<file path="config.mk">
export PLATFORM = sky130hd
export DESIGN_NAME = dtts_queue
export DESIGN_NICKNAME = d
export VERILOG_FILES = /design/src/rtl/dtts_pkg.sv /design/src/rtl/dtts_queue.sv
export SDC_FILE = /design/constraint.sdc
export NUM_CORES = 1
export LEC_CHECK = 0
export BUFFER_PORTS_ARGS = -buffer_cell sky130_fd_sc_hd__buf_2
export CORE_ASPECT_RATIO = 0.75
export CORE_MARGIN = 3
export CORE_UTILIZATION = 52
export DETAILED_ROUTE_END_ITERATION = 6
export GPL_TIMING_DRIVEN = 0
export PLACE_DENSITY = 0.77
export SLEW_MARGIN = 15
export SYNTH_ARGS = -nofsm -noshare
export SYNTH_HDL_FRONTEND = slang
export SYNTH_SLANG_ARGS = --single-unit
</file>
<file path="constraint.sdc">
create_clock -name clk -period 2.46 [get_ports clk]
set_input_delay 0.246 -clock clk [delete_from_list [all_inputs] [get_ports clk]]
set_output_delay 0.246 -clock clk [all_outputs]
set_load 0.02 [all_outputs]
</file>
<file path="src/rtl/dtts_pkg.sv">
// Shared types, codes and unit tables of the duration text parser.
// Used by every module of the block and by the port checker; no dependencies.
package dtts_pkg;

  // Input item: one character, a has-character flag and the end marker
  typedef struct packed {
    logic [7:0] char_code;
    logic       has_char;
    logic       last;
  } in_item_t;

  // Result item: total seconds and error flag
  typedef struct packed {
    logic [63:0] seconds;
    logic        error;
  } out_item_t;

  // Unit codes, the last one selects the configured bare-number multiplier
  localparam logic [2:0] U_SEC  = 3'd0;
  localparam logic [2:0] U_MIN  = 3'd1;
  localparam logic [2:0] U_MON  = 3'd2;
  localparam logic [2:0] U_HOUR = 3'd3;
  localparam logic [2:0] U_DAY  = 3'd4;
  localparam logic [2:0] U_WEEK = 3'd5;
  localparam logic [2:0] U_CFG  = 3'd6;

  // Work item passed from the parser to the accumulator
  typedef struct packed {
    logic [31:0] num;     // number to scale, zero if nothing to add
    logic [2:0]  code;    // unit code
    logic        is_end;  // text ends with this item
    logic        err;     // text is malformed
  } ev_t;

  typedef struct packed {
    logic       ok;
    logic [2:0] code;
  } lk_t;

  localparam int Q_DEPTH = 4;

  localparam logic [31:0] MUL_SEC  = 32'd1;
  localparam logic [31:0] MUL_MIN  = 32'd60;
  localparam logic [31:0] MUL_HOUR = 32'(60 * 60);
  localparam logic [31:0] MUL_DAY  = 32'(60 * 60 * 24);
  localparam logic [31:0] MUL_WEEK = 32'(60 * 60 * 24 * 7);
  localparam logic [31:0] MUL_MON  = 32'(60 * 60 * 24 * 30);

  localparam logic [7:0] CH_S = 8'h73;
  localparam logic [7:0] CH_M = 8'h6d;
  localparam logic [7:0] CH_H = 8'h68;
  localparam logic [7:0] CH_D = 8'h64;
  localparam logic [7:0] CH_W = 8'h77;
  localparam logic [7:0] CH_O = 8'h6f;

  localparam logic [55:0] W_SECOND = "second";
  localparam logic [55:0] W_MINUTE = "minute";
  localparam logic [55:0] W_MONTH  = "month";
  localparam logic [55:0] W_HOUR   = "hour";
  localparam logic [55:0] W_DAY    = "day";
  localparam logic [55:0] W_WEEK   = "week";

  // Match the unit text against one word, with an optional plural s.
  // txt holds character i at bits [8*i +: 8]; w is a right-justified string.
  function automatic logic word_ok(input logic [55:0] txt, input logic [2:0] len,
                                   input logic [55:0] w, input int wl);
    logic ok;
    int   idx;
    ok = (int'(len) == wl) || ((int'(len) == wl + 1) && (txt[8*wl +: 8] == CH_S));
    for (int i = 0; i < 6; i++) begin
      idx = (i < wl) ? (wl - 1 - i) : 0;
      if ((i < wl) && (txt[8*i +: 8] != w[8*idx +: 8])) ok = 1'b0;
    end
    return ok;
  endfunction

  // Decode a complete unit word; len is zero when the word is empty or too long
  function automatic lk_t unit_lookup(input logic [55:0] txt, input logic [2:0] len);
    lk_t res;
    res.ok   = 1'b0;
    res.code = U_SEC;
    case (txt[7:0])
      CH_S: begin
        if (len == 3'd1 || word_ok(txt, len, W_SECOND, 6)) begin
          res.ok = 1'b1; res.code = U_SEC;
        end
      end
      CH_M: begin
        if (len == 3'd1 || word_ok(txt, len, W_MINUTE, 6)) begin
          res.ok = 1'b1; res.code = U_MIN;
        end else if ((len == 3'd2 && txt[15:8] == CH_O) || word_ok(txt, len, W_MONTH, 5)) begin
          res.ok = 1'b1; res.code = U_MON;
        end
      end
      CH_H: begin
        if (len == 3'd1 || word_ok(txt, len, W_HOUR, 4)) begin
          res.ok = 1'b1; res.code = U_HOUR;
        end
      end
      CH_D: begin
        if (len == 3'd1 || word_ok(txt, len, W_DAY, 3)) begin
          res.ok = 1'b1; res.code = U_DAY;
        end
      end
      CH_W: begin
        if (len == 3'd1 || word_ok(txt, len, W_WEEK, 4)) begin
          res.ok = 1'b1; res.code = U_WEEK;
        end
      end
      default: begin
        res.ok = 1'b0;
      end
    endcase
    return res;
  endfunction

  // Seconds per unit for the fixed units
  function automatic logic [31:0] unit_mult(input logic [2:0] code);
    logic [31:0] m;
    case (code)
      U_SEC:   m = MUL_SEC;
      U_MIN:   m = MUL_MIN;
      U_MON:   m = MUL_MON;
      U_HOUR:  m = MUL_HOUR;
      U_DAY:   m = MUL_DAY;
      U_WEEK:  m = MUL_WEEK;
      default: m = '0;
    endcase
    return m;
  endfunction

endpackage

</file>
<file path="src/rtl/dtts_queue.sv">
// Short work-item queue between the parser and the accumulator.
// Register array with read and write pointers; uses dtts_pkg.
module dtts_queue import dtts_pkg::*; (
  input  logic clk,
  input  logic rst_n,
  input  logic push,
  input  ev_t  wdata,
  output logic full,
  input  logic pop,
  output ev_t  rdata,
  output logic empty
);

  localparam int PW = $clog2(Q_DEPTH);
  localparam int CW = $clog2(Q_DEPTH + 1);

  ev_t           mem_r [Q_DEPTH];
  logic [PW-1:0] wp_r, rp_r;
  logic [CW-1:0] cnt_r;

  assign full  = (cnt_r == CW'(Q_DEPTH));
  assign empty = (cnt_r == '0);
  assign rdata = mem_r[rp_r];

  // Advance pointers and fill count
  always_ff @(posedge clk) begin
    if (!rst_n) begin
      wp_r  <= '0;
      rp_r  <= '0;
      cnt_r <= '0;
    end else begin
      if (push) wp_r <= wp_r + PW'(1);
      if (pop)  rp_r <= rp_r + PW'(1);
      if (push && !pop)      cnt_r <= cnt_r + CW'(1);
      else if (pop && !push) cnt_r <= cnt_r - CW'(1);
    end
  end

  // Write entry
  always_ff @(posedge clk) begin
    if (push) mem_r[wp_r] <= wdata;
  end

endmodule

</file>
## After elaboration in Yosys (flattened, before gate mapping)

Memories as Yosys holds them, arrays and structs flattened. A register that Yosys moved wholly into a read port is not among the register bits.
Index checks and enable logic that the tools add are counted.

| operators by class | value |
|---|---|
| $add $sub $neg | 4 |
| equality and inequality tests | 1 |
| mux-type cells | 6 |
| reductions and logical operators | 6 |

Operators by type and width:

| cell | number |
|---|---|
| 3-bit 2-to-1 mux | 2 |
| 2-bit by 1-bit adder with 2-bit output, second input constant | 2 |
| 2-bit 2-to-1 mux | 2 |
| 3-bit by 1-bit adder with 3-bit output, second input constant | 1 |
| 3-bit equality test, second input constant | 1 |
| 3-bit zero test | 1 |
| 3-bit by 1-bit subtractor with 3-bit output, second input constant | 1 |
| 1-bit logical AND | 2 |
| 1-bit zero test | 2 |
| 1-bit 2-to-1 mux | 2 |
| 2-bit nonzero test | 1 |

| storage, ports and cells | value |
|---|---|
| bits in registers | 7 |
| memory bits (writable) | 148 |
| bits of input ports | 41 |
| output and inout bits | 39 |
| logic and storage cells | 21 |
| memories | 1 |

Memories:

| name | words | width | rd ports | clocked after memory_dff | wr ports | line | text |
|---|---|---|---|---|---|---|---|
| mem_r | 4 | 37 | 1 | 1 | 1 | dtts_queue.sv:17 | `ev_t mem_r [Q_DEPTH];` |

## Longest topological paths before layout

| logic depth | value |
|---|---|
| depth after elaboration | 4 |
| mapped depth | 7 |
| depth with buffers taken out | 7 |

## Worst setup path after synthesis

No wires, ideal clock.

| path | value |
|---|---|
| path kind | register to register |
| start point | reg wp_r[0] |
| end point | mem mem_r[2][0] in the netlist's numbering, enable pin |
| setup time | 0.398 ns |
| arrival | 1.442 ns |
| required time | 2.062 ns |
| setup slack | 0.620 ns |
| cell stages (with the launch flop) | 4 |
| buffers on the path | 0 |
| clock period less this slack | 1.840 ns |
| path through | dfxtp_1 > inv_1 > ha_1 > and2_1 |

RTL lines:

| what | line | text |
|---|---|---|
| start, declared | dtts_queue.sv:18 | `logic [PW-1:0] wp_r, rp_r;` |
| start signal, assigned | dtts_queue.sv:32 | `if (push) wp_r <= wp_r + PW'(1);` |
| end, declared | dtts_queue.sv:17 |  |

No word-level cell before the write port.

==> summary.md <==
| Metric | Value |
|---|---|
| Vias in the first global route | `2916` |
| Core Box Area | `10610 um^2` |
| Cell count after synthesis | `236` |
| CP Cell Sequence | `clkbuf_2 > buf_2 > mux4_2 > buf_2` |
| Die Span Y | `97.78 um` |
| Post-synthesis sequential area ratio | `79.18%` |
| Largest net degree at the start of global routing | `29` |
| Final cell count without fillers | `487` |
| Seq pwr share | `49.9%` |
| First-pass GRT wire length | `15.43 mm` |
| Final hold violations | `0` |
| Post-DP Area | `6499 um^2` |
| TritonCTS clock tree | `yes` |
| P_leak | `2.456 nW` |
| H-tree Lvls | `4` |
| Post-layout util | `66.50%` |
| Critical R2R Launch | `wp_r[0]$_SDFFE_PN0P_` |
| Peak Freq | `0.4769 GHz` |
| Syn Nets | `283` |
| PwrDens | `880.6 nW/um^2` |
| Final min period | `2.097 ns` |
| Placed cell count | `455` |
| HPWL Detailed | `6.147 mm` |
| Clk sinks | `157` |
| Fill cells | `695` |
| VDD IR max | `0.0004912 V` |
| IO Pins | `80` |
| Period Utilization, post-route | `85.23%` |
| Vias per inst | `5.544` |
| Critical path peak fanout | `10` |
| Layout area overhead | `20.80%` |
| Setup-failing EPs final | `0` |
| PostCTS Resize Cnt | `0` |
| Register area | `4624 um^2` |
| Detailed Routing Iterations Pass 1 | `4` |
| Arrival time at the worst endpoint | `1.85 ns` |
| Sw Share | `22.62%` |
| Row count | `32` |
| Synth area leaders | `edfxtp_1, mux4_2, mux4_1` |
| Critical setup path kind | `reg2out` |
| Hold Crit Class | `in2reg` |
| WL per Instance | `20.00 um` |
| Die Area | `12550 um^2` |
| Cell family with most CP delay | `buffers and inverters` |
| Overall Power | `0.006213 W` |
| WP buf/inv | `3` |
| Total CTS buffers | `17` |
| Max-Cap Viols | `0` |
| Yosys Warn Count | `0` |
| Setup Skew | `0.005848 ns` |
| Initial DRC count | `235` |
| Final ANT Viol Nets | `0` |
| Total global routing overflow | `0` |
| Insertion delay to the later sink of the worst-skew pair | `0.41 ns` |
| GRT Util Overall | `16.77%` |
| Worst-path clk slew | `0.06 ns` |
| Multi-input logic area | `1115 um^2` |
| Slew Limit Headroom | `59.94%` |
| Switching power | `0.001406 W` |
| Crit path required time | `2.21 ns` |
| Final #Nets | `385` |
| Worst path max stage delay | `0.37 ns` |
| CTS Root Buffer Type | `clkbuf_16` |
| Cell internal pwr | `0.004808 W` |
| Worst path slowest cell | `mux4_2` |
| Syn Area/Cell | `24.75 um^2` |
| Flops & latches, synth | `157` |
| WL final | `9.742 mm` |
| RePlAce Congestion | `0.6890` |
| Worst-Margin Slew | `0.6009 ns` |
| Fin area | `7056 um^2` |
| Initial Util | `55.05%` |
| Gate power share | `11.0%` |
| Post-Syn Area | `5841 um^2` |
| Port Buffer Count | `79` |
| Share of layout cells above drive strength 1 | `43.87%` |
| Crit. End Element | `primary output` |
| Fin. max-slew vios | `0` |
| Post-CTS setup buffers | `0` |
| Startpoint Class | `flip-flop` |
| DR vias | `2700` |
| Ant diodes | `0` |
| Unrepaired setup endpoints after global routing | `no` |
| Max Root-Sink Buffers | `2` |
| Initial antenna violation count | `0` |
| Clock power frac | `39.0%` |
| # DRC | `0` |
| Synth cell types | `22` |
| HP Start | `wdata[15]` |
| Synth area leader | `edfxtp_1` |
| Status | `complete, no violations` |
| Hold_buf cts | `0` |
| Die W | `128.4 um` |
| Area share of the largest cell type after synthesis | `76.09%` |
| Cell mode on critical path | `buf_2` |
[power groups by stage]
| stage | sequential [W] | combinational, W | clock, W |
|---|---|---|---|
| 2_1_floorplan | 0.00315 | 0.000451 | 0 |
| 3_3_place_gp | 0.00316 | 0.000662 | 0 |
| 3_5_place_dp | 0.00316 | 0.000698 | 0 |
| 4_1_cts | 0.00311 | 0.000701 | 0.00248 |
| 5_1_grt | 0.00311 | 0.000740 | 0.00259 |
| 6_report | 0.00310 | 0.000685 | 0.00243 |
[layout make-up]
class | count | share of cell area, %
multi-input cells | 67 | 15.80
flip-flops and latches | 157 | 65.54
inverters | 4 | 0.2128
well taps | 136 | 2.412
clock inverters | 10 | 1.312
plain buffers | 8 | 1.295
repair buffers | 83 | 6.845
clock buffers | 22 | 6.579
[path summary, 6_finish.rpt]
kind	endpoint	slack, ns	cells past startpoint
hold / removal	mem_r[0][15]$_DFFE_PP_	0.04	1
setup reg to reg	mem_r[0][24]$_DFFE_PP_	0.79	4
hold reg to reg	cnt_r[2]$_SDFFE_PN0P_	0.52	2
setup / recovery	rdata[14]	0.36	4
[synthesized netlist by cell type]
cell      count
a21boi_0      1
and2_1        9
buf_12        3
buf_2         3
buf_6         1
clkbuf_2      1
dfxtp_1       9
edfxtp_1    148
fa_1          1
ha_1          5
inv_1         4
mux2i_1       2
mux4_1        7
mux4_2       30
nand2_1       1
nor2b_1       2
nor3_1        1
nor3b_1       1
o21ai_0       1
or3_1         1
xnor2_1       2
xor2_1        3
[cell families (layout without fill, tap and decap cells)]
kind of cell               Yosys count  in the layout  share of synthesized area (%)
DFF                                157            157                          79.18
adders and majority gates            6              6                          1.414
and+or+nand+nor                     15             15                          1.564
xor gates and xnor gates             5              5                         0.7499
AOI/OAI and AO/OA                    2              2                         0.2142
muxes                               39             39                          15.06
buffers and inverters               12            127                          1.821
[cells in the final DEF (no fill, tap or decap), drive strengths merged, types with 4 or more instances in the layout]
cell type / netlist / final
ha: 5 / 5
clkinv: 0 / 4
buf: 7 / 90
inv: 4 / 5
edfxtp: 148 / 148
dfxtp: 9 / 9
and2: 9 / 9
clkinvlp: 0 / 4
clkbuf: 1 / 23
mux4: 37 / 37
[metrics by stage]
stage	setup slack, ns	setup TNS, ns	hold slack [ns]
global placement	-0.06316	-5.627	0.4571
CTS	0.3039	0	0.01919
detailed placement	0.7063	0	0.4615
global route	0.2428	0	0.03263
finish	0.3633	0	0.04241
floorplan	0.6203	0	0.3449
[state kept, by name (all words and copies together) (netlist names), named ones only]
name,flops
cnt_r,3
wp_r,2
rp_r,2
mem_r,148
[routing by layer]
| metal | global-route usage, % | wire (um) | vias to the layer above |
|---|---|---|---|
| li1 | - | - | 1200 |
| met1 | 22.16 | 4138 | 1408 |
| met2 | 25.49 | 4815 | 72 |
| met3 | 4.921 | 572 | 20 |
| met4 | 8.809 | 216 | 0 |
| met5 | 0 | 0 | - |
No activity file was read; power rests on OpenSTA's default activity.
