### config.mk
export PLATFORM = sky130hd
export DESIGN_NAME = dtts_back
export DESIGN_NICKNAME = d
export VERILOG_FILES = /design/src/rtl/dtts_pkg.sv /design/src/rtl/dtts_back.sv
export SDC_FILE = /design/constraint.sdc
export NUM_CORES = 2
export LEC_CHECK = 0
export ABC_AREA = 1
export BUFFER_PORTS_ARGS = -buffer_cell sky130_fd_sc_hd__buf_2
export CORE_MARGIN = 1.5
export CORE_UTILIZATION = 55
export CTS_BUF_LIST = sky130_fd_sc_hd__clkbuf_16
export DETAILED_ROUTE_END_ITERATION = 8
export HOLD_SLACK_MARGIN = 0.05
export PLACE_DENSITY = 0.72
export SYNTH_ARGS = -nofsm -noshare
export SYNTH_HDL_FRONTEND = slang
export SYNTH_SLANG_ARGS = --single-unit
### constraint.sdc
create_clock -name clk -period 17.75 [get_ports clk]
set_clock_uncertainty 0.2 [all_clocks]
set_input_delay 1.775 -clock clk [delete_from_list [all_inputs] [get_ports clk]]
set_output_delay 1.775 -clock clk [all_outputs]
set_load 0.05 [all_outputs]
### src/rtl/dtts_pkg.sv
// Shared types, codes and unit tables of the duration text parser.
// Used by every module of the block and by the port checker; no dependencies.
package dtts_pkg;

  // Input item: one character, a has-character flag and the end marker
  typedef struct packed {
    logic [7:0] char_code;
    logic       has_char;
    logic       last;
  } in_item_t;

  // Result item: total seconds and error flag
  typedef struct packed {
    logic [63:0] seconds;
    logic        error;
  } out_item_t;

  // Unit codes, the last one selects the configured bare-number multiplier
  localparam logic [2:0] U_SEC  = 3'd0;
  localparam logic [2:0] U_MIN  = 3'd1;
  localparam logic [2:0] U_MON  = 3'd2;
  localparam logic [2:0] U_HOUR = 3'd3;
  localparam logic [2:0] U_DAY  = 3'd4;
  localparam logic [2:0] U_WEEK = 3'd5;
  localparam logic [2:0] U_CFG  = 3'd6;

  // Work item passed from the parser to the accumulator
  typedef struct packed {
    logic [31:0] num;     // number to scale, zero if nothing to add
    logic [2:0]  code;    // unit code
    logic        is_end;  // text ends with this item
    logic        err;     // text is malformed
  } ev_t;

  typedef struct packed {
    logic       ok;
    logic [2:0] code;
  } lk_t;

  localparam int Q_DEPTH = 4;

  localparam logic [31:0] MUL_SEC  = 32'd1;
  localparam logic [31:0] MUL_MIN  = 32'd60;
  localparam logic [31:0] MUL_HOUR = 32'(60 * 60);
  localparam logic [31:0] MUL_DAY  = 32'(60 * 60 * 24);
  localparam logic [31:0] MUL_WEEK = 32'(60 * 60 * 24 * 7);
  localparam logic [31:0] MUL_MON  = 32'(60 * 60 * 24 * 30);

  localparam logic [7:0] CH_S = 8'h73;
  localparam logic [7:0] CH_M = 8'h6d;
  localparam logic [7:0] CH_H = 8'h68;
  localparam logic [7:0] CH_D = 8'h64;
  localparam logic [7:0] CH_W = 8'h77;
  localparam logic [7:0] CH_O = 8'h6f;

  localparam logic [55:0] W_SECOND = "second";
  localparam logic [55:0] W_MINUTE = "minute";
  localparam logic [55:0] W_MONTH  = "month";
  localparam logic [55:0] W_HOUR   = "hour";
  localparam logic [55:0] W_DAY    = "day";
  localparam logic [55:0] W_WEEK   = "week";

  // Match the unit text against one word, with an optional plural s.
  // txt holds character i at bits [8*i +: 8]; w is a right-justified string.
  function automatic logic word_ok(input logic [55:0] txt, input logic [2:0] len,
                                   input logic [55:0] w, input int wl);
    logic ok;
    int   idx;
    ok = (int'(len) == wl) || ((int'(len) == wl + 1) && (txt[8*wl +: 8] == CH_S));
    for (int i = 0; i < 6; i++) begin
      idx = (i < wl) ? (wl - 1 - i) : 0;
      if ((i < wl) && (txt[8*i +: 8] != w[8*idx +: 8])) ok = 1'b0;
    end
    return ok;
  endfunction

  // Decode a complete unit word; len is zero when the word is empty or too long
  function automatic lk_t unit_lookup(input logic [55:0] txt, input logic [2:0] len);
    lk_t res;
    res.ok   = 1'b0;
    res.code = U_SEC;
    case (txt[7:0])
      CH_S: begin
        if (len == 3'd1 || word_ok(txt, len, W_SECOND, 6)) begin
          res.ok = 1'b1; res.code = U_SEC;
        end
      end
      CH_M: begin
        if (len == 3'd1 || word_ok(txt, len, W_MINUTE, 6)) begin
          res.ok = 1'b1; res.code = U_MIN;
        end else if ((len == 3'd2 && txt[15:8] == CH_O) || word_ok(txt, len, W_MONTH, 5)) begin
          res.ok = 1'b1; res.code = U_MON;
        end
      end
      CH_H: begin
        if (len == 3'd1 || word_ok(txt, len, W_HOUR, 4)) begin
          res.ok = 1'b1; res.code = U_HOUR;
        end
      end
      CH_D: begin
        if (len == 3'd1 || word_ok(txt, len, W_DAY, 3)) begin
          res.ok = 1'b1; res.code = U_DAY;
        end
      end
      CH_W: begin
        if (len == 3'd1 || word_ok(txt, len, W_WEEK, 4)) begin
          res.ok = 1'b1; res.code = U_WEEK;
        end
      end
      default: begin
        res.ok = 1'b0;
      end
    endcase
    return res;
  endfunction

  // Seconds per unit for the fixed units
  function automatic logic [31:0] unit_mult(input logic [2:0] code);
    logic [31:0] m;
    case (code)
      U_SEC:   m = MUL_SEC;
      U_MIN:   m = MUL_MIN;
      U_MON:   m = MUL_MON;
      U_HOUR:  m = MUL_HOUR;
      U_DAY:   m = MUL_DAY;
      U_WEEK:  m = MUL_WEEK;
      default: m = '0;
    endcase
    return m;
  endfunction

endpackage

### src/rtl/dtts_back.sv
// Accumulator: scales each number by its unit, sums the total and registers
// the result item. Holds the bare-number multiplier register. Uses dtts_pkg.
module dtts_back import dtts_pkg::*; (
  input  logic        clk,
  input  logic        rst_n,
  input  logic        cfg_we,
  input  logic [63:0] cfg_wdata,
  input  logic        q_empty,
  input  ev_t         q_data,
  output logic        q_pop,
  output logic        out_valid,
  input  logic        out_ready,
  output out_item_t   out_data
);

  logic [63:0] cfg_r;
  logic        adv;
  logic [63:0] mul;

  logic        v1_r, v2_r;
  logic        end1_r, end2_r;
  logic        err1_r, err2_r;
  logic [63:0] plo_r;
  logic [31:0] phi_r;
  logic [63:0] prod_r;
  logic [63:0] total_r;
  logic [63:0] sum;

  logic        ov_r;
  out_item_t   od_r;

  // Hold the whole pipeline while a result waits and out_ready is low
  assign adv   = !ov_r || out_ready;
  assign q_pop = adv && !q_empty;

  assign mul = (q_data.code == U_CFG) ? cfg_r : {32'd0, unit_mult(q_data.code)};
  assign sum = total_r + prod_r;

  // Configuration register
  always_ff @(posedge clk) begin
    if (!rst_n) cfg_r <= 64'd1;
    else if (cfg_we) cfg_r <= cfg_wdata;
  end

  // Stage valids and result register
  always_ff @(posedge clk) begin
    if (!rst_n) begin
      v1_r    <= 1'b0;
      v2_r    <= 1'b0;
      ov_r    <= 1'b0;
      total_r <= '0;
    end else if (adv) begin
      v1_r <= q_pop;
      v2_r <= v1_r;
      ov_r <= v2_r && end2_r;
      if (v2_r) total_r <= end2_r ? 64'd0 : sum;
    end
  end

  // Payload stages: partial products of the two 32-bit multiplier halves, combine, then accumulate
  always_ff @(posedge clk) begin
    if (adv) begin
      end1_r <= q_data.is_end;
      err1_r <= q_data.err;
      plo_r  <= {32'd0, q_data.num} * {32'd0, mul[31:0]};
      phi_r  <= 32'(q_data.num * mul[63:32]);
      end2_r <= end1_r;
      err2_r <= err1_r;
      prod_r <= plo_r + {phi_r, 32'd0};
      od_r.seconds <= err2_r ? 64'd0 : sum;
      od_r.error   <= err2_r;
    end
  end

  assign out_valid = ov_r;
  assign out_data  = od_r;

endmodule

; After elaboration in Yosys (flattened, before gate mapping)
; Index checks and enable logic that the tools add are counted.
; W data, S select, Z words.
[word_totals]
inputBits = 106
output_inout_bits = 67
reg_bits = 360
[classes]
addsub = 2
mul = 2
n_reduce_logical = 7
n_eq_ne = 6
mux = 3
[ops]
columns = operator, count
row1 = $pmux W22 S6, 1
row2 = $add A64 B64 Y64, 2
row3 = $mux W64, 2
row4 = $mul A32 B32 Y64, 1
row5 = $mul A32 B32 Y32, 1
row6 = $eq A3 B3 Y1 const B, 3
row7 = $eq A3 B2 Y1 const B, 2
row8 = $eq A3 B1 Y1 const B, 1
row9 = $logic_not A3 Y1, 1
row10 = $logic_and A1 B1 Y1, 2
row11 = $logic_not A1 Y1, 2
row12 = $reduce_and A2 Y1, 1
row13 = $logic_or A1 B1 Y1, 1

; Longest topological paths before layout
[depth]
ltp_word = 4
ltp_mapped = 39

; Worst setup path after synthesis
; OpenSTA, ideal clock, no wires.
[synth_timing]
path_kind = input -> register
startpoint = input port q_data[4] (netlist bit)
endpoint = register plo_r[44], data pin
setup_time_ns = 0.258
setup_slack_ns = 8.328
arrival_time_ns = 8.963
path_stages = 37
n_path_buf = 3
path_cell_list = buf_2 -> buf_2 -> inv_1 -> o21ai_0 -> o21a_1 -> o21ai_0 -> inv_1 -> clkbuf_1 -> nand2_1 -> fa_1 -> inv_1 -> fa_1 -> inv_1 -> fa_1 -> fa_1 -> inv_1 -> fa_1 -> inv_1 -> fa_1 -> inv_1 -> fa_1 -> fa_1 -> ha_1 -> nand2_1 -> nor2_1 -> inv_1 -> nor2_1 -> inv_1 -> nor4_1 -> nand2_1 -> nand3_1 -> nand2_1 -> nand2_1 -> nand2_1 -> nand2_1 -> a21oi_1 -> xnor2_1
[synth_via]
elab_chain_cells = 4
[synth_lines]
columns = item, line
row1 = "start, declared", dtts_back.sv:9  ; input ev_t q_data,
row2 = "$eq A3 B3 Y1, or another cell as far along", dtts_pkg.sv:120  ; case (code)
row3 = $pmux W22 S6, dtts_pkg.sv:120
row4 = $mux W64 *, dtts_back.sv:36  ; assign mul = (q_data.code == U_CFG) ? cfg_r : {32'd0, unit_mult(q_data.code)};
row5 = $mul A32 B32 Y64 *, dtts_back.sv:65  ; plo_r <= {32'd0, q_data.num} * {32'd0, mul[31:0]};
row6 = "end signal, assigned", dtts_back.sv:65
row7 = "end, declared", dtts_back.sv:23  ; logic [63:0] plo_r;
; Mark *: on every way between the ends. The rest lies on a longest branch, timed or not.
; A chain may end at the register's enable or synchronous reset.

; Worst setup path in the final report
[layout_timing]
startpoint = input port q_data[4] (netlist bit)
endpoint = register phi_r[29], data pin
[layout_via]
elab_chain_cells = 3
[layout_lines]
columns = item, line
row1 = $eq A3 B3 Y1, dtts_back.sv:36
row2 = $mux W64, dtts_back.sv:36
row3 = $mul A32 B32 Y32, dtts_back.sv:66  ; phi_r <= 32'(q_data.num * mul[63:32]);
row4 = "end signal, assigned", dtts_back.sv:66
row5 = "end, declared", dtts_back.sv:24  ; logic [31:0] phi_r;
; Every way passes these cells.

==> impl_metrics.json <==
{
  "fin_tns_setup_ps": 0,
  "critPathMaxStageDelay_ps": 790,
  "r2r-end": "phi_r[29]",
  "status": "complete, no violations",
  "min_delay_path_depth": 0,
  "grt_antenna_before_repair": 25,
  "critical_path.startpoint_type": "input port",
  "timing.reg2reg.worst_path_depth": 28,
  "grt_usage_pct": 39.9,
  "post_synthesis_area_per_instance_um2": 8.22,
  "dp.final_hpwl_um": 197000,
  "cts_buffer_depth": 3,
  "synth_xor_area_share_pct": 2.08,
  "hold_violations": 0,
  "cts_repair_resize_count": 0,
  "insertion_delay_ps": 670,
  "dr.pass1.iters": 8,
  "floorplan.die.height_um": 352,
  "drt_wl_total_um": 244000,
  "launching_instance_or_port_of_the_critical_path": "q_data[4]",
  "postCtsSetupRepairBufs": 0,
  "cp_max_delay_cell": "sky130_fd_sc_hd__nor4_1",
  "critical_path_required_ps": 17980,
  "tightestPinTransition_ps": 1280,
  "synth.mux.area_fraction_pct": 0,
  "vias_per_cell": 5.72,
  "period_share_pct": 63.3,
  "postSynthCellCount": 8157,
  "globalRouteOverflowTotal": 0,
  "path_class": "in -> reg",
  "core_area_um2": 120000,
  "numPortBuffers": 172,
  "synth_compound_gate_area_share_pct": 5.63,
  "leakage_power_nw": 36.5,
  "first_global_vias": 58490,
  "maxSlewHeadroom_pct": 13.7,
  "r2r_setup_slack_ps": 8200,
  "synthesis.area_um2": 67000,
  "ant_nets": 0,
  "power_per_cell_area_nw_per_um2": 163,
  "min_path_type": "reg -> reg",
  "critPathCaptureType": "flip-flop",
  "grt_start_max_net_pins": 111,
  "initial_core_util_pct": 55.6,
  "fmaxAchievable_ghz": 0.0890,
  "vias": 56132,
  "yosys_warnings": 0,
  "critical_path_s_most_frequent_cell": "sky130_fd_sc_hd__fa_1",
  "fillers": 11073,
  "cts_inserted_buffers": 46,
  "synth_top_family_by_area": "adder cells",
  "ys_dominant_reg_cell": "sky130_fd_sc_hd__edfxtp_1",
  "remaining_drc_errors": 0,
  "setup_viol_count_final": 0,
  "boundaryPins": 173,
  "post_synth_fa_ha_maj_area_fraction_pct": 48.0,
  "crit_path_max_fanout": 21,
  "gpl.final_weighted_congestion": 1.05,
  "finalMaxSlewViolations": 0,
  "postSynthNetCount": 10049,
  "ctsRootBufferMaster": "sky130_fd_sc_hd__clkbuf_16",
  "cap_viol_max_count": 0,
  "global_route_wire_length_before_repair_um": 365000,
  "vdd.ir_drop.worst_v": 0.000430,
  "yosys.cell_types.count": 51,
  "synth-seq-cells": 360,
  "die_area_um2": 124000,
  "syn2layout_area_growth_pct": 5.93,
  "synthSimpleGateAreaFrac_pct": 17.9,
  "placementRows": 127,
  "critPathCapture": "phi_r[29]",
  "drtIter0Drc": 5202,
  "clk_pin_slew_worst_paths_ps": 70,
  "cts.hold.buffers_added": 0,
  "design.final.nets": 10050,
  "rsz0062_at_grt": "no",
  "cts_tree": "built",
  "clock_period_minus_final_worst_setup_slack_ps": 11230,
  "h-tree-depth": 2,
  "r2r_start": "cfg_r[36]",
  "share_of_layout_cells_above_drive_strength_1_pct": 5.09,
  "clock_sink_total": 360,
  "synth-edff-count": 229,
  "async_flop_share_pct": 0,
  "worst_hold_slack_ps": 206,
  "synth_sequential_area_ratio_pct": 14.2,
  "die_x_um": 352,
  "avgRoutedWirePerCell_um": 24.9,
  "crit_arrival_ps": 11460
}
==> synth_stat cells (3+ instances only) <==
| master | number | share of area [%] |
|---|---|---|
| sky130_fd_sc_hd__a211oi_1 | 5 | 0.056 |
| sky130_fd_sc_hd__a21boi_0 | 9 | 0.10 |
| sky130_fd_sc_hd__a21o_1 | 21 | 0.24 |
| sky130_fd_sc_hd__a21oi_1 | 355 | 2.7 |
| sky130_fd_sc_hd__a31oi_1 | 35 | 0.33 |
| sky130_fd_sc_hd__and3_1 | 3 | 0.028 |
| sky130_fd_sc_hd__buf_1 | 23 | 0.13 |
| sky130_fd_sc_hd__buf_2 | 6 | 0.045 |
| sky130_fd_sc_hd__clkbuf_1 | 282 | 1.6 |
| sky130_fd_sc_hd__clkinv_1 | 25 | 0.14 |
| sky130_fd_sc_hd__dfxtp_1 | 131 | 3.9 |
| sky130_fd_sc_hd__edfxtp_1 | 229 | 10 |
| sky130_fd_sc_hd__fa_1 | 1306 | 39 |
| sky130_fd_sc_hd__ha_1 | 480 | 9.0 |
| sky130_fd_sc_hd__inv_1 | 1821 | 10 |
| sky130_fd_sc_hd__inv_2 | 9 | 0.050 |
| sky130_fd_sc_hd__nand2_1 | 1646 | 9.2 |
| sky130_fd_sc_hd__nand3_1 | 165 | 1.2 |
| sky130_fd_sc_hd__nand3b_1 | 21 | 0.24 |
| sky130_fd_sc_hd__nand4_1 | 34 | 0.32 |
| sky130_fd_sc_hd__nor2_1 | 1010 | 5.7 |
| sky130_fd_sc_hd__nor2_4 | 10 | 0.17 |
| sky130_fd_sc_hd__nor2_8 | 9 | 0.27 |
| sky130_fd_sc_hd__nor3_1 | 37 | 0.28 |
| sky130_fd_sc_hd__nor3b_1 | 4 | 0.045 |
| sky130_fd_sc_hd__nor4_1 | 16 | 0.15 |
| sky130_fd_sc_hd__o2111ai_1 | 3 | 0.039 |
| sky130_fd_sc_hd__o211ai_1 | 10 | 0.11 |
| sky130_fd_sc_hd__o21a_1 | 12 | 0.13 |
| sky130_fd_sc_hd__o21ai_0 | 205 | 1.5 |
| sky130_fd_sc_hd__o21ai_1 | 6 | 0.045 |
| sky130_fd_sc_hd__o21bai_1 | 18 | 0.20 |
| sky130_fd_sc_hd__o221ai_1 | 5 | 0.065 |
| sky130_fd_sc_hd__or2_2 | 25 | 0.23 |
| sky130_fd_sc_hd__xnor2_1 | 47 | 0.61 |
| sky130_fd_sc_hd__xor2_1 | 112 | 1.5 |
==> worst min path at each step <==
stage,startpoint,to
floorplan,end1_r,end2_r
global placement,err1_r,err2_r
detailed placement,plo_r[20],prod_r[20]
CTS,plo_r[19],prod_r[19]
global route,plo_r[0],prod_r[0]
finish,plo_r[19],prod_r[19]
==> layer usage <==
metal	share of wire, %	vias up	routed length (µm)	GRT usage [%]
li1	-	24320	-	-
met1	35	27749	86000	47.4
met2	45	3163	111000	63.8
met3	11	884	26200	10.3
met4	8.5	16	20800	27.4
met5	0.046	-	112	0
==> flip-flops by register name, summed over array words and instances (netlist names) <==
signal / flops
out_data: 65
end2_r: 1
prod_r: 64
v2_r: 1
out_valid: 1
err2_r: 1
total_r: 64
err1_r: 1
v1_r: 1
cfg_r: 64
phi_r: 32
end1_r: 1
plo_r: 64
==> report_power, final <==
part / internal (mW) / leakage, nW / switching (mW) / total [mW]
sequential: 1.45 / 3.63 / 0.186 / 1.63
combinational: 2.83 / 32.1 / 6.16 / 8.99
clock: 0.552 / 0.780 / 0.426 / 0.978
total: 4.83 / 36.5 / 6.77 / 11.6
==> cells in the final DEF, fill, tap and decap left out, types with 47 or more instances in the layout <==
master | synthesis | routed
sky130_fd_sc_hd__o21ai_0 | 205 | 197
sky130_fd_sc_hd__xnor2_1 | 47 | 47
sky130_fd_sc_hd__a21oi_1 | 355 | 355
sky130_fd_sc_hd__inv_1 | 1821 | 1828
sky130_fd_sc_hd__fa_1 | 1306 | 1306
sky130_fd_sc_hd__buf_2 | 6 | 172
sky130_fd_sc_hd__ha_1 | 480 | 480
sky130_fd_sc_hd__nand2_1 | 1646 | 1645
sky130_fd_sc_hd__dfxtp_1 | 131 | 131
sky130_fd_sc_hd__buf_4 | 2 | 96
sky130_fd_sc_hd__nand3_1 | 165 | 165
sky130_fd_sc_hd__nor2_1 | 1010 | 1005
sky130_fd_sc_hd__edfxtp_1 | 229 | 229
sky130_fd_sc_hd__xor2_1 | 112 | 112
==> cell type report <==
type	instances	area [µm²]	area share [%]
tap	1612	2020	2.84
clock buffer	46	1150	1.62
antenna	10	25.0	0.0352
multi-input combinational	5626	49400	69.5
timing repair buffer	268	1580	2.23
sequential	360	9500	13.4
clock inverter	40	377	0.530
inverter	1856	6980	9.83
==> critical path: cells and delay by family <==
kind / cells / cell delay [ps]
fa+ha+maj: 9 / 4310
simple gates: 9 / 2680
buf+inv: 10 / 1800
compound gates: 2 / 510
xor+xnor: 1 / 290
==> metrics by stage <==
stage	setup WS, ps	power (mW)	utilization (%)	cells	cell area, µm²
2_1_floorplan	8330	7.14	-	8157	67000
3_3_place_gp	5970	10.4	57.7	9722	69500
3_5_place_dp	6010	10.5	57.7	9722	69500
4_1_cts	6650	11.5	58.9	9808	71000
6_report	6520	11.6	59.0	9818	71000
5_1_grt	6270	12.4	58.9	9810	71000
==> cells by family after synthesis <==
family,after synthesis
fa+ha+maj,1786
compound gates,694
xor+xnor,159
flops,360
buf+inv,2171
simple gates,2987
Power figures use the tool's default switching activity.
