--- config.mk ---
export PLATFORM = sky130hd
export DESIGN_NAME = dtts_front
export DESIGN_NICKNAME = d
export VERILOG_FILES = /design/src/rtl/dtts_pkg.sv /design/src/rtl/dtts_front.sv
export SDC_FILE = /design/constraint.sdc
export NUM_CORES = 1
export LEC_CHECK = 0
export BUFFER_PORTS_ARGS = -buffer_cell sky130_fd_sc_hd__buf_4
export CAP_MARGIN = 40
export CORE_ASPECT_RATIO = 0.9
export CORE_MARGIN = 2
export CORE_UTILIZATION = 50
export CTS_CLUSTER_DIAMETER = 40
export DETAILED_ROUTE_END_ITERATION = 7
export GPL_TIMING_DRIVEN = 0
export PLACE_DENSITY = 0.68
export SLEW_MARGIN = 30
export SYNTH_ARGS = -nofsm -noshare
export SYNTH_HDL_FRONTEND = slang
export SYNTH_SLANG_ARGS = --single-unit
--- constraint.sdc ---
create_clock -name clk -period 5.6 [get_ports clk]
set_input_delay 0.84 -clock clk [delete_from_list [all_inputs] [get_ports clk]]
set_output_delay 0.84 -clock clk [all_outputs]
set_load 0.01 [all_outputs]
--- src/rtl/dtts_pkg.sv ---
// Shared types, codes and unit tables of the duration text parser.
// Used by every module of the block and by the port checker; no dependencies.
package dtts_pkg;

  // Input item: one character, a has-character flag and the end marker
  typedef struct packed {
    logic [7:0] char_code;
    logic       has_char;
    logic       last;
  } in_item_t;

  // Result item: total seconds and error flag
  typedef struct packed {
    logic [63:0] seconds;
    logic        error;
  } out_item_t;

  // Unit codes, the last one selects the configured bare-number multiplier
  localparam logic [2:0] U_SEC  = 3'd0;
  localparam logic [2:0] U_MIN  = 3'd1;
  localparam logic [2:0] U_MON  = 3'd2;
  localparam logic [2:0] U_HOUR = 3'd3;
  localparam logic [2:0] U_DAY  = 3'd4;
  localparam logic [2:0] U_WEEK = 3'd5;
  localparam logic [2:0] U_CFG  = 3'd6;

  // Work item passed from the parser to the accumulator
  typedef struct packed {
    logic [31:0] num;     // number to scale, zero if nothing to add
    logic [2:0]  code;    // unit code
    logic        is_end;  // text ends with this item
    logic        err;     // text is malformed
  } ev_t;

  typedef struct packed {
    logic       ok;
    logic [2:0] code;
  } lk_t;

  localparam int Q_DEPTH = 4;

  localparam logic [31:0] MUL_SEC  = 32'd1;
  localparam logic [31:0] MUL_MIN  = 32'd60;
  localparam logic [31:0] MUL_HOUR = 32'(60 * 60);
  localparam logic [31:0] MUL_DAY  = 32'(60 * 60 * 24);
  localparam logic [31:0] MUL_WEEK = 32'(60 * 60 * 24 * 7);
  localparam logic [31:0] MUL_MON  = 32'(60 * 60 * 24 * 30);

  localparam logic [7:0] CH_S = 8'h73;
  localparam logic [7:0] CH_M = 8'h6d;
  localparam logic [7:0] CH_H = 8'h68;
  localparam logic [7:0] CH_D = 8'h64;
  localparam logic [7:0] CH_W = 8'h77;
  localparam logic [7:0] CH_O = 8'h6f;

  localparam logic [55:0] W_SECOND = "second";
  localparam logic [55:0] W_MINUTE = "minute";
  localparam logic [55:0] W_MONTH  = "month";
  localparam logic [55:0] W_HOUR   = "hour";
  localparam logic [55:0] W_DAY    = "day";
  localparam logic [55:0] W_WEEK   = "week";

  // Match the unit text against one word, with an optional plural s.
  // txt holds character i at bits [8*i +: 8]; w is a right-justified string.
  function automatic logic word_ok(input logic [55:0] txt, input logic [2:0] len,
                                   input logic [55:0] w, input int wl);
    logic ok;
    int   idx;
    ok = (int'(len) == wl) || ((int'(len) == wl + 1) && (txt[8*wl +: 8] == CH_S));
    for (int i = 0; i < 6; i++) begin
      idx = (i < wl) ? (wl - 1 - i) : 0;
      if ((i < wl) && (txt[8*i +: 8] != w[8*idx +: 8])) ok = 1'b0;
    end
    return ok;
  endfunction

  // Decode a complete unit word; len is zero when the word is empty or too long
  function automatic lk_t unit_lookup(input logic [55:0] txt, input logic [2:0] len);
    lk_t res;
    res.ok   = 1'b0;
    res.code = U_SEC;
    case (txt[7:0])
      CH_S: begin
        if (len == 3'd1 || word_ok(txt, len, W_SECOND, 6)) begin
          res.ok = 1'b1; res.code = U_SEC;
        end
      end
      CH_M: begin
        if (len == 3'd1 || word_ok(txt, len, W_MINUTE, 6)) begin
          res.ok = 1'b1; res.code = U_MIN;
        end else if ((len == 3'd2 && txt[15:8] == CH_O) || word_ok(txt, len, W_MONTH, 5)) begin
          res.ok = 1'b1; res.code = U_MON;
        end
      end
      CH_H: begin
        if (len == 3'd1 || word_ok(txt, len, W_HOUR, 4)) begin
          res.ok = 1'b1; res.code = U_HOUR;
        end
      end
      CH_D: begin
        if (len == 3'd1 || word_ok(txt, len, W_DAY, 3)) begin
          res.ok = 1'b1; res.code = U_DAY;
        end
      end
      CH_W: begin
        if (len == 3'd1 || word_ok(txt, len, W_WEEK, 4)) begin
          res.ok = 1'b1; res.code = U_WEEK;
        end
      end
      default: begin
        res.ok = 1'b0;
      end
    endcase
    return res;
  endfunction

  // Seconds per unit for the fixed units
  function automatic logic [31:0] unit_mult(input logic [2:0] code);
    logic [31:0] m;
    case (code)
      U_SEC:   m = MUL_SEC;
      U_MIN:   m = MUL_MIN;
      U_MON:   m = MUL_MON;
      U_HOUR:  m = MUL_HOUR;
      U_DAY:   m = MUL_DAY;
      U_WEEK:  m = MUL_WEEK;
      default: m = '0;
    endcase
    return m;
  endfunction

endpackage

--- src/rtl/dtts_front.sv ---
// Character parser: classifies each item, tracks the number and unit text,
// and emits one work item per unit finished or text ended. Uses dtts_pkg.
module dtts_front import dtts_pkg::*; #(
  parameter int UNIT_BUFFER_LEN = 8
) (
  input  logic     clk,
  input  logic     rst_n,
  input  logic     acc,
  input  in_item_t in_data,
  output logic     ev_push,
  output ev_t      ev
);

  localparam int LW = $clog2(UNIT_BUFFER_LEN + 2);
  localparam int IW = $clog2(UNIT_BUFFER_LEN);

  localparam logic [2:0] PH_LEAD   = 3'd0;
  localparam logic [2:0] PH_NUM    = 3'd1;
  localparam logic [2:0] PH_NUM_SP = 3'd2;
  localparam logic [2:0] PH_UNIT   = 3'd3;
  localparam logic [2:0] PH_GAP    = 3'd4;

  logic [2:0]    phase_r, phase_nxt;
  logic [31:0]   num_r, num_nxt;
  logic          big_r, big_nxt;
  logic [LW-1:0] ulen_r, ulen_nxt;
  logic [7:0]    utxt_r [UNIT_BUFFER_LEN];
  logic          useen_r, useen_nxt;
  logic          cseen_r, cseen_nxt;
  logic          failed_r, failed_nxt;

  logic          take, sp, dg, append, fin_take, fin_end, start_dg;
  logic [7:0]    c;
  logic [3:0]    d;
  logic [35:0]   mul10;
  logic [55:0]   txt7;
  logic [2:0]    len3;
  logic [LW-1:0] len_a;
  lk_t           lk;
  logic          ev_contrib, ev_err;
  logic [31:0]   ev_num;
  logic [2:0]    ev_code;

  assign c     = in_data.char_code;
  assign d     = c[3:0];
  assign take  = in_data.has_char && !failed_r;
  assign sp    = c inside {[8'd9:8'd13], 8'd32, 8'd133, 8'd160};
  assign dg    = c inside {[8'd48:8'd57]};
  assign mul10 = {1'b0, num_r, 3'b000} + {3'b000, num_r, 1'b0} + {32'd0, d};

  // Append any character that is neither digit nor space, except after a unit's gap
  assign append = take && !sp && !dg &&
                  (phase_r inside {PH_LEAD, PH_NUM, PH_NUM_SP, PH_UNIT});

  // Unit text as it stands after this character is appended
  always_comb begin
    for (int i = 0; i < 7; i++) begin
      txt7[8*i +: 8] = (append && ulen_r == LW'(i)) ? c : utxt_r[i];
    end
  end
  assign len_a = (append && ulen_r <= LW'(UNIT_BUFFER_LEN)) ? ulen_r + LW'(1) : ulen_r;
  assign len3  = (len_a <= LW'(7)) ? len_a[2:0] : 3'd0;
  assign lk    = unit_lookup(txt7, len3);

  // Next state for one accepted item
  always_comb begin
    phase_nxt  = phase_r;
    num_nxt    = num_r;
    big_nxt    = big_r;
    useen_nxt  = useen_r;
    cseen_nxt  = cseen_r;
    failed_nxt = failed_r;
    fin_take   = 1'b0;
    start_dg   = 1'b0;
    ev_contrib = 1'b0;
    ev_err     = 1'b0;
    ev_num     = num_r;
    ev_code    = lk.code;

    // Classify the character against the current phase
    if (take) begin
      cseen_nxt = 1'b1;
      case (phase_r)
        PH_LEAD: begin
          if (dg) begin
            start_dg = 1'b1;
          end else if (!sp) begin
            num_nxt   = '0;
            big_nxt   = 1'b0;
            phase_nxt = PH_UNIT;
          end
        end
        PH_NUM: begin
          if (dg) begin
            if (!big_r) begin
              if (mul10[35:32] != 4'd0) begin
                big_nxt = 1'b1;
                num_nxt = '0;
              end else begin
                num_nxt = mul10[31:0];
              end
            end
          end else if (sp) begin
            phase_nxt = PH_NUM_SP;
          end else begin
            phase_nxt = PH_UNIT;
          end
        end
        PH_NUM_SP: begin
          if (dg) begin
            failed_nxt = 1'b1;
          end else if (!sp) begin
            phase_nxt = PH_UNIT;
          end
        end
        PH_UNIT: begin
          if (sp) begin
            fin_take  = 1'b1;
            phase_nxt = PH_GAP;
          end else if (dg) begin
            fin_take = 1'b1;
            start_dg = 1'b1;
          end
        end
        default: begin
          if (dg) start_dg = 1'b1;
          else if (!sp) failed_nxt = 1'b1;
        end
      endcase
    end

    ulen_nxt = len_a;

    // Close the unit: on a space or a digit, or at the end of the text
    fin_end = in_data.last && !failed_nxt && (phase_nxt == PH_UNIT);
    if (fin_take || fin_end) begin
      if (lk.ok) begin
        ev_contrib = 1'b1;
        ev_num     = big_r ? 32'd0 : num_r;
        ev_code    = lk.code;
        useen_nxt  = 1'b1;
        num_nxt    = '0;
        big_nxt    = 1'b0;
        ulen_nxt   = '0;
      end else begin
        failed_nxt = 1'b1;
      end
    end

    if (start_dg) begin
      num_nxt   = {28'd0, d};
      big_nxt   = 1'b0;
      phase_nxt = PH_NUM;
    end

    // Decide the result at the end of the text
    if (in_data.last) begin
      if (failed_nxt) begin
        ev_err = 1'b1;
      end else begin
        case (phase_nxt)
          PH_LEAD: ev_err = !cseen_nxt;
          PH_NUM, PH_NUM_SP: begin
            if (useen_nxt) begin
              ev_err = 1'b1;
            end else begin
              ev_contrib = 1'b1;
              ev_num     = big_nxt ? 32'd0 : num_nxt;
              ev_code    = U_CFG;
            end
          end
          default: ev_err = 1'b0;
        endcase
      end
      phase_nxt  = PH_LEAD;
      num_nxt    = '0;
      big_nxt    = 1'b0;
      ulen_nxt   = '0;
      useen_nxt  = 1'b0;
      cseen_nxt  = 1'b0;
      failed_nxt = 1'b0;
    end
  end

  // Drop the addend when the text is already in error
  assign ev_push   = acc && (ev_contrib || in_data.last);
  assign ev.num    = (ev_contrib && !ev_err) ? ev_num : 32'd0;
  assign ev.code   = ev_code;
  assign ev.is_end = in_data.last;
  assign ev.err    = ev_err;

  // Advance parser state on each accepted item
  always_ff @(posedge clk) begin
    if (!rst_n) begin
      phase_r  <= PH_LEAD;
      num_r    <= '0;
      big_r    <= 1'b0;
      ulen_r   <= '0;
      useen_r  <= 1'b0;
      cseen_r  <= 1'b0;
      failed_r <= 1'b0;
    end else if (acc) begin
      phase_r  <= phase_nxt;
      num_r    <= num_nxt;
      big_r    <= big_nxt;
      ulen_r   <= ulen_nxt;
      useen_r  <= useen_nxt;
      cseen_r  <= cseen_nxt;
      failed_r <= failed_nxt;
    end
  end

  // Store unit characters while there is room
  always_ff @(posedge clk) begin
    if (acc && append && ulen_r < LW'(UNIT_BUFFER_LEN)) begin
      utxt_r[ulen_r[IW-1:0]] <= c;
    end
  end

endmodule

# Yosys cells after proc, flatten, opt, wreduce, memory -nomap -nowiden
# Memories as Yosys holds them, arrays and structs flattened.
# Cells that the tools add are included.
[totals] regBits=43 ramBits=64 mem_count=1
[memory_table] memory="utxt_r" depth=8 width=8 rd=7 rd_clocked_by_memory_dff=0 write_ports=1 line_no="dtts_front.sv:27" source="logic [7:0] utxt_r [UNIT_BUFFER_LEN];"
[classes] addsub=3 magnitude_cmp=7 eq_ne=56 n_mux=131 reduce_logical=53
[ops] op="$mux 32" count=19
[ops] op="$ne 8x7->1 const B" count=24
[ops] op="$eq 8x7->1 const B" count=10
[ops] op="$mux 1" count=75
[ops] op="$pmux 32 s2" count=1
[ops] op="$mux 8" count=7
[ops] op="$mux 4" count=10
[ops] op="$add 35x33->36" count=1
[ops] op="$add 36x4->36" count=1
[ops] op="$mux 3" count=12
[ops] op="$logic_and 1x1->1" count=25
[ops] op="$eq 3x2->1 const B" count=6
[ops] op="$eq 8x8->1 const B" count=2
[ops] op="$pmux 3 s5" count=1
[ops] op="$eq 3x1->1 const B" count=4
[ops] op="$eq 4x3->1 const B" count=3
[ops] op="$logic_or 1x1->1" count=12
[ops] op="$reduce_bool 4->1" count=3
[ops] op="$eq 3x3->1 const B" count=3
[ops] op="$pmux 3 s3" count=1
[ops] op="$eq 4x2->1 const B" count=2
[ops] op="$eq 8x6->1 const B" count=1
[ops] op="$ge 8x4->1 const B" count=1
[ops] op="$ge 8x6->1 const B" count=1
[ops] op="14 further kinds" count=25

# Longest topological paths before layout
[depth] ltp_word=37 mapped_depth=16 depth_no_buf=15

# Worst setup path before layout
# No wires, ideal clock.
[synth_path] kind="input port to output port" startpoint="in in_data[5] in the netlist's numbering" endpoint="out ev[28] in the netlist's numbering" arrival_time_ps=4386 slack_ps=374 cell_stages=14 n_path_buf=1 cell_sequence="fa_1 -> ha_1 -> nor2b_1 -> o2111ai_1 -> nand3_1 -> a22oi_1 -> a2bb2oi_1 -> o2111ai_1 -> a2111oi_0 -> nor2_1 -> nor3_1 -> clkbuf_1 -> nand2_1 -> a21oi_1"
[synth_lines] element="start, declared" line_no="dtts_front.sv:9" source="input in_item_t in_data,"
[synth_lines] element="end, declared" line_no="dtts_front.sv:11" source="output ev_t ev"

==> out/metrics.csv <==
stage,metric,value,unit
status,status,"finished, final reports clean",
yosys,Syn Area/Cell,8.71,µm²
cts,CTS Buf Count,9,
sta,Final WS setup,0.112,ns
yosys,Synthesized Nets,1050,
yosys,Syn Inst Count,968,
worst_hold_path,HP Start,useen_r,
cts,root buf cell,clkbuf_16,
setup_path,Worst R2R Path Depth,14,
sta,Max Transition Viols Final,0,
global_route,Total GRT Usage,30.7,%
sta,Final Skew,0.0159,ns
cts,clock-pin slew of the registers on the worst-case setup and hold paths,0.08,ns
sta,WHS,0.511,ns
sta,# setup viols final,0,
setup_path,CP cell instances,buf_4 > buf_4 > o21a_1 > o2111a_1 > nand4_4 > or4_1 > a221o_1 > or4_4 > o221ai_4 > o311a_4 > a21o_1 > buf_6 > o2bb2ai_1 > buf_4,
setup_path,Worst EP arrival,4.65,ns
cts,worst skew pair latency,0.37,ns
power,Peak VDD IR,0.000144,V
die,die height,127,µm
setup_path,Crit path top cell by count,buf_4,
yosys,Synth Area in XOR/XNOR,2.49,%
sta,highest clock rate,182,MHz
drt,detailed-route DRC error count,0,
finish,layout cells sized above 1,19.4,%
die,Die ar.,17900,µm²
yosys,mux cell area share after synthesis,3.90,%
die,core area,16700,µm²
finish,Area Growth Syn to Fin,18.1,%
global_route,total gr overflow,0,
placed_design,total placed instance area,9110,µm²
yosys,top_reg_cell synth,edfxtp_1,
setup_path,critical path's largest stage delay,0.56,ns
placed_design,pre-CTS worst setup slack,-0.981,ns
sta,max_slew headroom,45.7,%
finish,antenna cells,0,
cts,CTS Hold Buffers Added,0,
yosys,synth unique cells,94,
drt,via/cell ratio,6.65,
setup_path,R2R Path End,num_r[20],
yosys,number of flops mapped to enable cells by yosys,56,
yosys,synth warn,0,
setup_path,largest fanout on the critical path,13,
cts,TritonCTS clock tree,built,
worst_hold_path,Hold Path Class,register to register,
sta,fin crit share,98.0,%
setup_path,critical path type,input port to output port,
yosys,post-synthesis register bit count,99,
die,Cell Rows,45,
drt,WL per Instance,21.9,µm
yosys,top post-synthesis cells by count,"nand2_1 (105), nor2_1 (76), ha_1 (67)",
yosys,leading area contributor after synthesis,edfxtp_1,
die,Die X,141,µm
drt,DR iter-0 viols,1235,
setup_path,critical path endpoint category,output port,
die,Initial Util,50.6,%
power,NetSw,0.465,mW
power,clock power share,39.3,%
drt,"antenna viol nets, final",0,
cts,CTS sink count,99,
power,Internal,1.15,mW
flow_run,max_cap viols,0,
global_route,largest net degree at the start of global routing,20,
setup_path,Crit path required time,4.76,ns
yosys,most frequent cell after synthesis,nand2_1,
yosys,Synth Area in Compound Gates,26.6,%
sta,setup TNS,0,ns
power,register share of total power,48.2,%
setup_path,"Slowest-stage cell, CP",or4_4,
power,Leakage,3.85,nW
global_route,number of global-route vias before repair,7531,
yosys,Post-Synth Simple-Gate Area,22.7,%
power,Comb pwr share,12.5,%
drt,final WL,27.8,mm
yosys,sequential area share after synthesis,30.1,%
yosys,main combinational cell family by area after synthesis,compound AO/OA/AOI/OAI gates,
sta,Final min period,5.49,ns
setup_path,Startpoint Class,input port,
die,# IOs,51,
power,PD cells,162,nW/µm²
global_route,initial antenna violation count,0,
cts,H-tree depth,3,
placed_design,Final HPWL DP,20.4,mm
yosys,fraction of registers with async set/reset,0,%
worst_hold_path,Hold Crit Depth,1,
worst_hold_path,Worst Hold Endpoint,useen_r,
yosys,share of the synthesized area in the top cell type,19.9,%
placed_design,RePlAce Congestion,0.981,
drt,drt first pass iters,7,
power,Switching Share,28.8,%
sta,final hold viol count,0,
finish,Final Cell Area,9960,µm²
yosys,"Cell Area, Synth",8430,µm²
yosys,Area contributors post-synth,"edfxtp_1 (20%), dfxtp_1 (10%), ha_1 (9.9%)",
drt,total number of vias,8435,
setup_path,r2r startpoint,ulen_r[1],
sta,Slew @ Worst Pin,0.810,ns
finish,Final nets,1135,
placed_design,IO Port Bufs,49,
setup_path,internal reg-to-reg setup slack,1.26,ns
yosys,Adder-Cell Fraction of Synth Area,10.4,%
cts,CTS Buffer Depth,2,
global_route,global-route wire length before repair,42.7,mm
setup_path,origin of the worst setup path,in_data[3],
[worst max-delay path: cells and delay by family]
family / cells / cell delay, ns
simple gates: 3 / 1.27
compound gates: 7 / 1.69
buf+inv: 4 / 0.83
[what timing repair did]
| action | CTS | global route |
|---|---|---|
| buffers inserted | 10 | 12 |
| gates resized for setup | 43 | 63 |
| pin swaps | 7 | 16 |
| gates cloned | 0 | 1 |
| setup endpoints to repair | 34 | 33 |
[power by group through the flow]
stage | clock network [mW] | registers (mW) | logic [mW]
global placement | 0 | 0.794 | 0.176
floorplan | 0 | 0.793 | 0.110
detailed placement | 0 | 0.794 | 0.178
global route | 0.668 | 0.778 | 0.213
CTS | 0.647 | 0.777 | 0.186
finish | 0.635 | 0.777 | 0.202
[state kept, by name, summed over array words and instances (netlist names)]
register	cells
big_r	1
phase_r	3
failed_r	1
utxt_r	56
num_r	32
cseen_r	1
useen_r	1
ulen_r	4
[cells by family (layout without fill, tap and decap cells)]
kind of cell             count (synthesis)  count (layout)
multiplexers                            31              31
XOR/XNOR                                24              24
AND/OR/NAND/NOR                        371             371
flip-flops                              99              99
buffers and inverters                   73             162
adder cells (fa/ha/maj)                 69              69
AO/OA/AOI/OAI                          301             302
[layout by cell type (no fill, tap or decap), types with 10 or more instances in the layout]
cell	count
a22o_1	19
inv_1	23
mux2_2	11
nor3_1	18
nand2_1	104
nor2_1	74
or3_1	11
dfxtp_1	43
xnor2_1	13
ha_1	66
nand3_1	42
a21o_1	16
o2bb2ai_1	14
a32oi_1	12
o21ai_0	41
o21a_1	12
clkbuf_1	24
nand2b_1	10
a21oi_1	51
mux2i_1	18
xor2_1	11
edfxtp_1	56
o211ai_1	13
buf_4	80
nand4_1	13
[metrics by stage]
step	instances	util [%]	power [mW]
finish	1269	59.7	1.61
global route	1269	59.7	1.66
CTS	1256	57.7	1.61
detailed placement	1230	54.7	0.972
global placement	1228	54.4	0.970
floorplan	968	-	0.903
[final cells by class]
class,instances,area (µm²)
fill,1543,6710
clock inverter,7,67.6
buffer,47,275
clock buffer,9,225
sequential,99,2540
multi-input combinational,797,5940
inverter,24,90.1
tap,211,264
timing repair buffer,75,556
[layer usage]
| layer | part of all wire [%] | up-vias | global-route usage, % |
|---|---|---|---|
| met5 | 0 | - | 0 |
| met2 | 42 | 426 | 43.4 |
| met3 | 8.9 | 43 | 5.02 |
| met1 | 47 | 4024 | 48.2 |
| met4 | 1.8 | 0 | 8.00 |
| li1 | - | 3942 | - |
[how the worst max path moves through the flow]
stage | to | cells after the start
floorplan | ev[28] | 14
global placement | ev[28] | 16
detailed placement | ev[28] | 16
CTS | ev[10] | 15
global route | ev[16] | 16
finish | ev[33] | 14
Power figures use the tool's default switching activity.
